File: config.mk
export PLATFORM = sky130hd
export DESIGN_NAME = i2c_master_bit_sequencer
export DESIGN_NICKNAME = d
export VERILOG_FILES = /design/src/design/i2cbs_pkg.sv /design/src/design/i2cbs_front.sv /design/src/design/i2cbs_cmd_fifo.sv /design/src/design/i2cbs_back.sv /design/src/design/i2c_master_bit_sequencer.sv
export SDC_FILE = /design/constraint.sdc
export NUM_CORES = 1
export LEC_CHECK = 0
export BUFFER_PORTS_ARGS = -buffer_cell sky130_fd_sc_hd__buf_2
export CAP_MARGIN = 15
export CORE_ASPECT_RATIO = 0.7
export CORE_MARGIN = 4
export CORE_UTILIZATION = 57
export DETAILED_ROUTE_END_ITERATION = 8
export PLACE_DENSITY = 0.77
export SETUP_SLACK_MARGIN = 0.2
export SYNTH_ARGS = -nofsm -noshare
export SYNTH_HDL_FRONTEND = slang
export SYNTH_SLANG_ARGS = --single-unit
File: constraint.sdc
create_clock -name clk -period 2.75 [get_ports clk]
set_input_delay 0.1375 -clock clk [delete_from_list [all_inputs] [get_ports clk]]
set_output_delay 0.1375 -clock clk [all_outputs]
set_load 0.01 [all_outputs]
File: src/design/i2cbs_pkg.sv
// Package for the I2C master bit sequencer: command codes, queue sizing,
// and the packed types of the input command, the queued command and the pin event.
// No dependencies.
`default_nettype none

package i2cbs_pkg;

    localparam logic [1:0] OP_START = 2'd0;
    localparam logic [1:0] OP_WRITE = 2'd1;
    localparam logic [1:0] OP_READ  = 2'd2;
    localparam logic [1:0] OP_STOP  = 2'd3;

    localparam int STEP_W = 5;

    localparam logic [STEP_W-1:0] LAST_STEP_START = 5'd0;
    localparam logic [STEP_W-1:0] LAST_STEP_BYTE  = 5'd17;
    localparam logic [STEP_W-1:0] LAST_STEP_STOP  = 5'd3;
    localparam logic [STEP_W-1:0] ACK_LOW_STEP    = 5'd16;

    localparam int CMD_FIFO_DEPTH = 2;
    localparam int CMD_PTR_W      = 1;
    localparam int CMD_CNT_W      = 2;

    typedef struct packed {
        logic [1:0] op;
        logic [7:0] out_byte;
        logic       ack_to_send;
        logic [8:0] sda_samples;
    } command_t;

    typedef struct packed {
        logic [1:0]        kind;
        logic [7:0]        data;
        logic              ack_bit;
        logic [STEP_W-1:0] last_step;
    } cmd_t;

    typedef struct packed {
        logic       scl_level;
        logic       sda_level;
        logic       sda_drive;
        logic [7:0] read_byte;
        logic       ack_seen;
        logic       last;
    } pin_event_t;

endpackage

`default_nettype wire

File: src/design/i2cbs_front.sv
// Front stage of the I2C master bit sequencer: accepts commands and classifies them.
// Depends on i2cbs_pkg.
`default_nettype none

module i2cbs_front
    import i2cbs_pkg::*;
(
    input  wire logic     clk,
    input  wire logic     rst_n,
    input  wire logic     push,
    output logic          full,
    input  wire command_t command,
    output logic          cmd_valid,
    input  wire logic     cmd_ready,
    output cmd_t          cmd
);

    logic valid_reg;
    logic valid_next;
    cmd_t cmd_reg;
    cmd_t cmd_next;
    logic load;

    assign full      = valid_reg && !cmd_ready;
    assign load      = push && !full;
    assign cmd_valid = valid_reg;
    assign cmd       = cmd_reg;

    always_comb
    begin
        cmd_next.kind = command.op;
        unique case (command.op)
            OP_START:
            begin
                cmd_next.data      = 8'd0;
                cmd_next.ack_bit   = 1'b0;
                cmd_next.last_step = LAST_STEP_START;
            end
            OP_WRITE:
            begin
                cmd_next.data      = command.out_byte;
                cmd_next.ack_bit   = command.sda_samples[0];
                cmd_next.last_step = LAST_STEP_BYTE;
            end
            OP_READ:
            begin
                cmd_next.data      = command.sda_samples[8:1];
                cmd_next.ack_bit   = command.ack_to_send;
                cmd_next.last_step = LAST_STEP_BYTE;
            end
            default:
            begin
                cmd_next.data      = 8'd0;
                cmd_next.ack_bit   = 1'b0;
                cmd_next.last_step = LAST_STEP_STOP;
            end
        endcase
    end

    always_comb
    begin
        if (load)
        begin
            valid_next = 1'b1;
        end
        else if (cmd_ready)
        begin
            valid_next = 1'b0;
        end
        else
        begin
            valid_next = valid_reg;
        end
    end

    always_ff @(posedge clk or negedge rst_n)
    begin
        if (!rst_n)
        begin
            valid_reg <= 1'b0;
        end
        else
        begin
            valid_reg <= valid_next;
        end
    end

    always_ff @(posedge clk)
    begin
        if (load)
        begin
            cmd_reg <= cmd_next;
        end
    end

endmodule

`default_nettype wire

File: src/design/i2cbs_cmd_fifo.sv
// Two-entry command queue between the front and back stages of the sequencer.
// Depends on i2cbs_pkg.
`default_nettype none

module i2cbs_cmd_fifo
    import i2cbs_pkg::*;
(
    input  wire logic clk,
    input  wire logic rst_n,
    input  wire logic wr_valid,
    output logic      wr_ready,
    input  wire cmd_t wr_data,
    output logic      rd_valid,
    input  wire logic rd_ready,
    output cmd_t      rd_data
);

    cmd_t                 mem [CMD_FIFO_DEPTH];
    logic [CMD_PTR_W-1:0] wr_ptr_reg;
    logic [CMD_PTR_W-1:0] wr_ptr_next;
    logic [CMD_PTR_W-1:0] rd_ptr_reg;
    logic [CMD_PTR_W-1:0] rd_ptr_next;
    logic [CMD_CNT_W-1:0] count_reg;
    logic [CMD_CNT_W-1:0] count_next;
    logic                 do_wr;
    logic                 do_rd;

    assign wr_ready = (count_reg != CMD_CNT_W'(CMD_FIFO_DEPTH));
    assign rd_valid = (count_reg != '0);
    assign rd_data  = mem[rd_ptr_reg];
    assign do_wr    = wr_valid && wr_ready;
    assign do_rd    = rd_valid && rd_ready;

    always_comb
    begin
        wr_ptr_next = do_wr ? wr_ptr_reg + 1'b1 : wr_ptr_reg;
        rd_ptr_next = do_rd ? rd_ptr_reg + 1'b1 : rd_ptr_reg;
        count_next  = count_reg;
        if (do_wr && !do_rd)
        begin
            count_next = count_reg + 1'b1;
        end
        else if (do_rd && !do_wr)
        begin
            count_next = count_reg - 1'b1;
        end
    end

    always_ff @(posedge clk or negedge rst_n)
    begin
        if (!rst_n)
        begin
            wr_ptr_reg <= '0;
            rd_ptr_reg <= '0;
            count_reg  <= '0;
        end
        else
        begin
            wr_ptr_reg <= wr_ptr_next;
            rd_ptr_reg <= rd_ptr_next;
            count_reg  <= count_next;
        end
    end

    always_ff @(posedge clk)
    begin
        if (do_wr)
        begin
            mem[wr_ptr_reg] <= wr_data;
        end
    end

endmodule

`default_nettype wire

File: src/design/i2cbs_back.sv
// Back stage of the I2C master bit sequencer: steps through the pin events of
// the queued command, holds the bus pin state and the result register. Depends on i2cbs_pkg.
`default_nettype none

module i2cbs_back
    import i2cbs_pkg::*;
(
    input  wire logic clk,
    input  wire logic rst_n,
    input  wire logic cmd_valid,
    output logic      cmd_pop,
    input  wire cmd_t cmd,
    output logic      empty,
    input  wire logic pop,
    output pin_event_t pin_state
);

    logic              scl_reg;
    logic              sda_reg;
    logic              drive_reg;
    logic [STEP_W-1:0] step_reg;
    logic [STEP_W-1:0] step_next;
    logic              out_valid_reg;
    logic              out_valid_next;
    pin_event_t        out_reg;
    pin_event_t        ev;
    logic              advance;
    logic [2:0]        bit_idx;

    assign advance   = cmd_valid && (!out_valid_reg || pop);
    assign bit_idx   = ~step_reg[3:1];
    assign empty     = !out_valid_reg;
    assign pin_state = out_reg;

    always_comb
    begin
        ev.scl_level = scl_reg;
        ev.sda_level = sda_reg;
        ev.sda_drive = drive_reg;
        ev.read_byte = 8'd0;
        ev.ack_seen  = 1'b0;
        ev.last      = (step_reg == cmd.last_step);
        unique case (cmd.kind)
            OP_START:
            begin
                ev.sda_level = 1'b0;
                ev.sda_drive = 1'b1;
            end
            OP_WRITE:
            begin
                if (step_reg[0])
                begin
                    ev.scl_level = 1'b1;
                    ev.ack_seen  = ev.last ? cmd.ack_bit : 1'b0;
                end
                else if (step_reg == ACK_LOW_STEP)
                begin
                    ev.scl_level = 1'b0;
                    ev.sda_drive = 1'b0;
                end
                else
                begin
                    ev.scl_level = 1'b0;
                    ev.sda_level = cmd.data[bit_idx];
                    ev.sda_drive = 1'b1;
                end
            end
            OP_READ:
            begin
                if (step_reg[0])
                begin
                    ev.scl_level = 1'b1;
                    ev.read_byte = ev.last ? cmd.data : 8'd0;
                end
                else if (step_reg == ACK_LOW_STEP)
                begin
                    ev.scl_level = 1'b0;
                    ev.sda_level = cmd.ack_bit;
                    ev.sda_drive = 1'b1;
                end
                else
                begin
                    ev.scl_level = 1'b0;
                    ev.sda_drive = 1'b0;
                end
            end
            default:
            begin
                unique case (step_reg[1:0])
                    2'd0:
                    begin
                        ev.scl_level = 1'b0;
                    end
                    2'd1:
                    begin
                        ev.sda_level = 1'b0;
                        ev.sda_drive = 1'b1;
                    end
                    2'd2:
                    begin
                        ev.scl_level = 1'b1;
                    end
                    default:
                    begin
                        ev.sda_level = 1'b1;
                    end
                endcase
            end
        endcase
    end

    always_comb
    begin
        cmd_pop        = advance && ev.last;
        step_next      = step_reg;
        out_valid_next = out_valid_reg;
        if (advance)
        begin
            step_next      = ev.last ? '0 : step_reg + 1'b1;
            out_valid_next = 1'b1;
        end
        else if (pop)
        begin
            out_valid_next = 1'b0;
        end
    end

    always_ff @(posedge clk or negedge rst_n)
    begin
        if (!rst_n)
        begin
            scl_reg       <= 1'b1;
            sda_reg       <= 1'b1;
            drive_reg     <= 1'b0;
            step_reg      <= '0;
            out_valid_reg <= 1'b0;
        end
        else
        begin
            step_reg      <= step_next;
            out_valid_reg <= out_valid_next;
            if (advance)
            begin
                scl_reg   <= ev.scl_level;
                sda_reg   <= ev.sda_level;
                drive_reg <= ev.sda_drive;
            end
        end
    end

    always_ff @(posedge clk)
    begin
        if (advance)
        begin
            out_reg <= ev;
        end
    end

endmodule

`default_nettype wire

File: src/design/i2c_master_bit_sequencer.sv
// Top level of the I2C master bit sequencer: front stage, command queue and back stage.
// Depends on i2cbs_pkg, i2cbs_front, i2cbs_cmd_fifo and i2cbs_back.
//
// Usage:
// Commands (start, write byte, read byte, stop) enter on the command port as a
// queue: a transaction is taken when push is high and full is low. Pin events
// leave on pin_state as a queue: the oldest event is shown while empty is low
// and is taken when pop is high and empty is low. Each event gives SCL, the SDA
// latch and the SDA drive enable after it; the last event of a command has
// last set and carries the read byte or the sampled ACK.
// A start gives 1 event, a stop 4, a write or read 18, one event per cycle while
// pop stays high and a command is queued. The back stage's event stepper steps
// a command to its last event before it pops the next from the queue. A command
// passes the front register and a queue entry before its events reach the result register.
// The front register and a two-entry queue keep taking commands while the
// receiver stalls; the command being stepped stays at the head of the queue,
// so full rises once the front register and both queue entries hold commands.
// Reset drops all queued work and sets SCL high, the SDA latch high, SDA released.
`default_nettype none

module i2c_master_bit_sequencer
    import i2cbs_pkg::*;
(
    input  wire logic     clk,
    input  wire logic     rst_n,
    input  wire logic     push,
    output logic          full,
    input  wire command_t command,
    output logic          empty,
    input  wire logic     pop,
    output pin_event_t    pin_state
);

    logic front_valid;
    logic front_ready;
    cmd_t front_cmd;
    logic queue_valid;
    logic queue_pop;
    cmd_t queue_cmd;

    i2cbs_front u_front (
        .clk       (clk),
        .rst_n     (rst_n),
        .push      (push),
        .full      (full),
        .command   (command),
        .cmd_valid (front_valid),
        .cmd_ready (front_ready),
        .cmd       (front_cmd)
    );

    i2cbs_cmd_fifo u_cmd_fifo (
        .clk      (clk),
        .rst_n    (rst_n),
        .wr_valid (front_valid),
        .wr_ready (front_ready),
        .wr_data  (front_cmd),
        .rd_valid (queue_valid),
        .rd_ready (queue_pop),
        .rd_data  (queue_cmd)
    );

    i2cbs_back u_back (
        .clk       (clk),
        .rst_n     (rst_n),
        .cmd_valid (queue_valid),
        .cmd_pop   (queue_pop),
        .cmd       (queue_cmd),
        .empty     (empty),
        .pop       (pop),
        .pin_state (pin_state)
    );

endmodule

`default_nettype wire
==> results.ini <==
[global_routing]
grt_pass1_wl_um = 8110
grt_max_degree = 22
track_usage_pct = 16.5
grt_antenna_before_repair = 0
grt_pass1_vias = 1701
overflow = 0

[die]
ios = 39
coreArea_um2 = 5230
die_x_um = 96.0
die_area_um2 = 6680
fp.dieH_um = 69.6
initial_utilization_pct = 59.1
rows = 22

[route]
viasPerCell = 5.20
routed_wl_um = 4820
first_pass_iters = 4
drtIter0Drc = 75
num_vias = 1798
post_drt_wl_per_cell_um = 13.9
postRouteAntennaNets = 0
drc_errors = 0

[synthesis]
yosys_most_used_dff = edfxtp_1
ys_seq_elements = 69
syn_area_um2 = 3090
syn_inst = 225
yosys_warnings = 0
synth_nets = 261
async_reset_ff_share_pct = 20.3
synth-edff-count = 55
ys_types = 48
ys_seq_area_share_pct = 64.9
syn-mean-instance-area_um2 = 13.7

[timing]
grt_setup_unrepaired = no
min_period_ns = 2.40
worstMarginPinSlew_ns = 0.643
setup_violations = 0
slew_violations = 0
fmax_mhz = 416
slew_headroom_pct = 57.1
setup_ws_ns = 0.348
finalSetupTns_ns = 0
finClkSkew_ns = 0.00567
finalHoldViolCount = 0
finalCritPeriodShare_pct = 87.3

[min_path]
hold_depth = 1
hp-class = in2reg

[power]
ir_drop_mv = 0.474
total_power_mw = 3.96
p_leak_nw = 1.47
pwr_density_cell_nw_per_um2 = 1100

[setup_path]
critPathRequiredTime_ns = 2.83
worst-path-max-fanout = 10
cp-start-kind = flop
crit_type = reg2reg
crit_path_end_kind = flop
reg2regPathDepth = 7
critical_path_arrival_ns = 2.48

[finish]
syn2layout_area_growth_pct = 16.0
drive_gt1_share_pct = 23.7
n_fill_cell = 379
largest_reg_flops = 28
multi_input_area_um2 = 990
final_nets = 305
n_antenna_cell = 0
seq_area_um2 = 2010

[clocking]
cts_sinks = 69
clk_pin_slew_worst_paths_ns = 0.07
clk_path_buf_depth = 2
clock_latency_ns = 0.34
cts_tree = built
cts_root_buffer = clkbuf_8
cts_max_level = 3
cts_inserted_buffers = 9

[run]
drv_cap = 0

[status]
outcome = complete, no violations

[place]
numPortBuffers = 38
globalplace.congestion = 0.807
pre_cts_slack_ns = 0.292
dpl.hpwl_um = 3460

-- cells in the mapped netlist (2+ instances only) --
cell type / n / area share (%)
ha_1: 12 / 4.9
nand2b_1: 3 / 0.61
xnor2_1: 7 / 2.0
a22oi_1: 9 / 2.2
inv_1: 10 / 1.2
nand2_1: 13 / 1.6
mux4_2: 2 / 1.5
edfxtp_1: 55 / 53
dfstp_2: 2 / 1.7
nand3_1: 4 / 0.65
xor2_1: 2 / 0.57
o21ai_1: 6 / 0.97
dfrtp_1: 12 / 9.7
mux2i_1: 18 / 5.8
and3_1: 2 / 0.40
nor2_1: 24 / 2.9
nand3b_1: 2 / 0.49
a21o_1: 2 / 0.49
a21oi_1: 2 / 0.32
clkbuf_1: 7 / 0.85
o22ai_1: 3 / 0.61
buf_1: 2 / 0.24
-- repair_timing --
action / in CTS / in global routing
hold buffers: 2 / 0
buffers inserted: 0 / 0
endpoints found under the setup margin: 0 / 1
gates resized for setup: 0 / 1
endpoints found under the hold margin: 15 / 0
-- layout by cell type (no fill, tap or decap), types with 3 or more instances in the layout --
| cell | count |
|---|---|
| nor2_1 | 24 |
| buf_2 | 38 |
| ha_1 | 12 |
| edfxtp_1 | 55 |
| nand2_1 | 13 |
| nand3_1 | 4 |
| inv_1 | 10 |
| buf_4 | 4 |
| o22ai_1 | 3 |
| nand2b_1 | 3 |
| mux2i_1 | 18 |
| dfrtp_1 | 11 |
| o21ai_1 | 6 |
| xnor2_1 | 7 |
| clkbuf_8 | 9 |
| a22oi_1 | 9 |
-- critical path, stage by stage (launching register included) --
cell and delay (ns):
dfrtp_2 0.50, clkinv_1 0.27, ha_1 0.27, and4bb_2 0.27
a211o_1 0.28, nor4_1 0.30, o21ai_1 0.12, a21boi_1 0.14
-- per-stage QoR --
| stage | area [um^2] | utilization [%] | std cells | hold slack, ns |
|---|---|---|---|---|
| 2_1_floorplan | 3090 | - | 225 | -0.158 |
| 3_3_place_gp | 3350 | 64.0 | 328 | 0.0618 |
| 3_5_place_dp | 3350 | 64.0 | 328 | 0.0691 |
| 4_1_cts | 3580 | 68.5 | 346 | 0.00929 |
| 5_1_grt | 3580 | 68.5 | 346 | 0.0111 |
| 6_report | 3580 | 68.5 | 346 | 0.0238 |
-- report_power, final --
part	internal [mW]	leakage (nW)	switching [mW]
clock	0.505	0.107	0.356
sequential	1.56	0.689	0.261
combinational	0.576	0.673	0.697
total	2.64	1.47	1.31
-- cell type report --
| cell class | instances | share of cell area (%) |
|---|---|---|
| repair buffers | 44 | 6.70 |
| flip-flops and latches | 69 | 56.0 |
| clock buffers | 9 | 3.46 |
| inverters | 12 | 1.26 |
| multi-input cells | 133 | 27.6 |
| clock inverters | 7 | 2.51 |
| well taps | 72 | 2.51 |
-- logic make-up after synthesis --
group / Yosys count / share of synthesized area (%)
flip-flops: 69 / 64.9
AND/OR/NAND/NOR: 59 / 9.96
AO/OA/AOI/OAI: 33 / 7.37
buffers and inverters: 23 / 3.08
multiplexers: 20 / 7.29
adder cells (fa/ha/maj): 12 / 4.86
XOR/XNOR: 9 / 2.55
-- per-layer routing --
metal | up-vias | part of all wire [%] | track usage, %
met5 | - | 0 | 0
met1 | 830 | 50 | 23.8
met4 | 0 | 0.89 | 6.62
met3 | 4 | 6.6 | 6.72
met2 | 49 | 42 | 22.1
li1 | 915 | - | -
-- final timing paths --
kind	startpoint	slack (ns)	end
max in group asynchronous	rst_n	2.21	u_back.sda_reg
worst max register to register	u_back.step_reg[0]	0.35	u_back.pin_state[11]
worst min-delay path	command[18]	0.02	u_front.cmd[14]
worst min register to register	u_front.cmd[13]	0.44	u_cmd_fifo.mem[0][13]
min in group asynchronous	rst_n	0.23	u_cmd_fifo.rd_ptr_reg
worst max-delay path	u_back.step_reg[0]	0.35	u_back.pin_state[11]
Note: power is estimated with default switching activity, not from simulation.
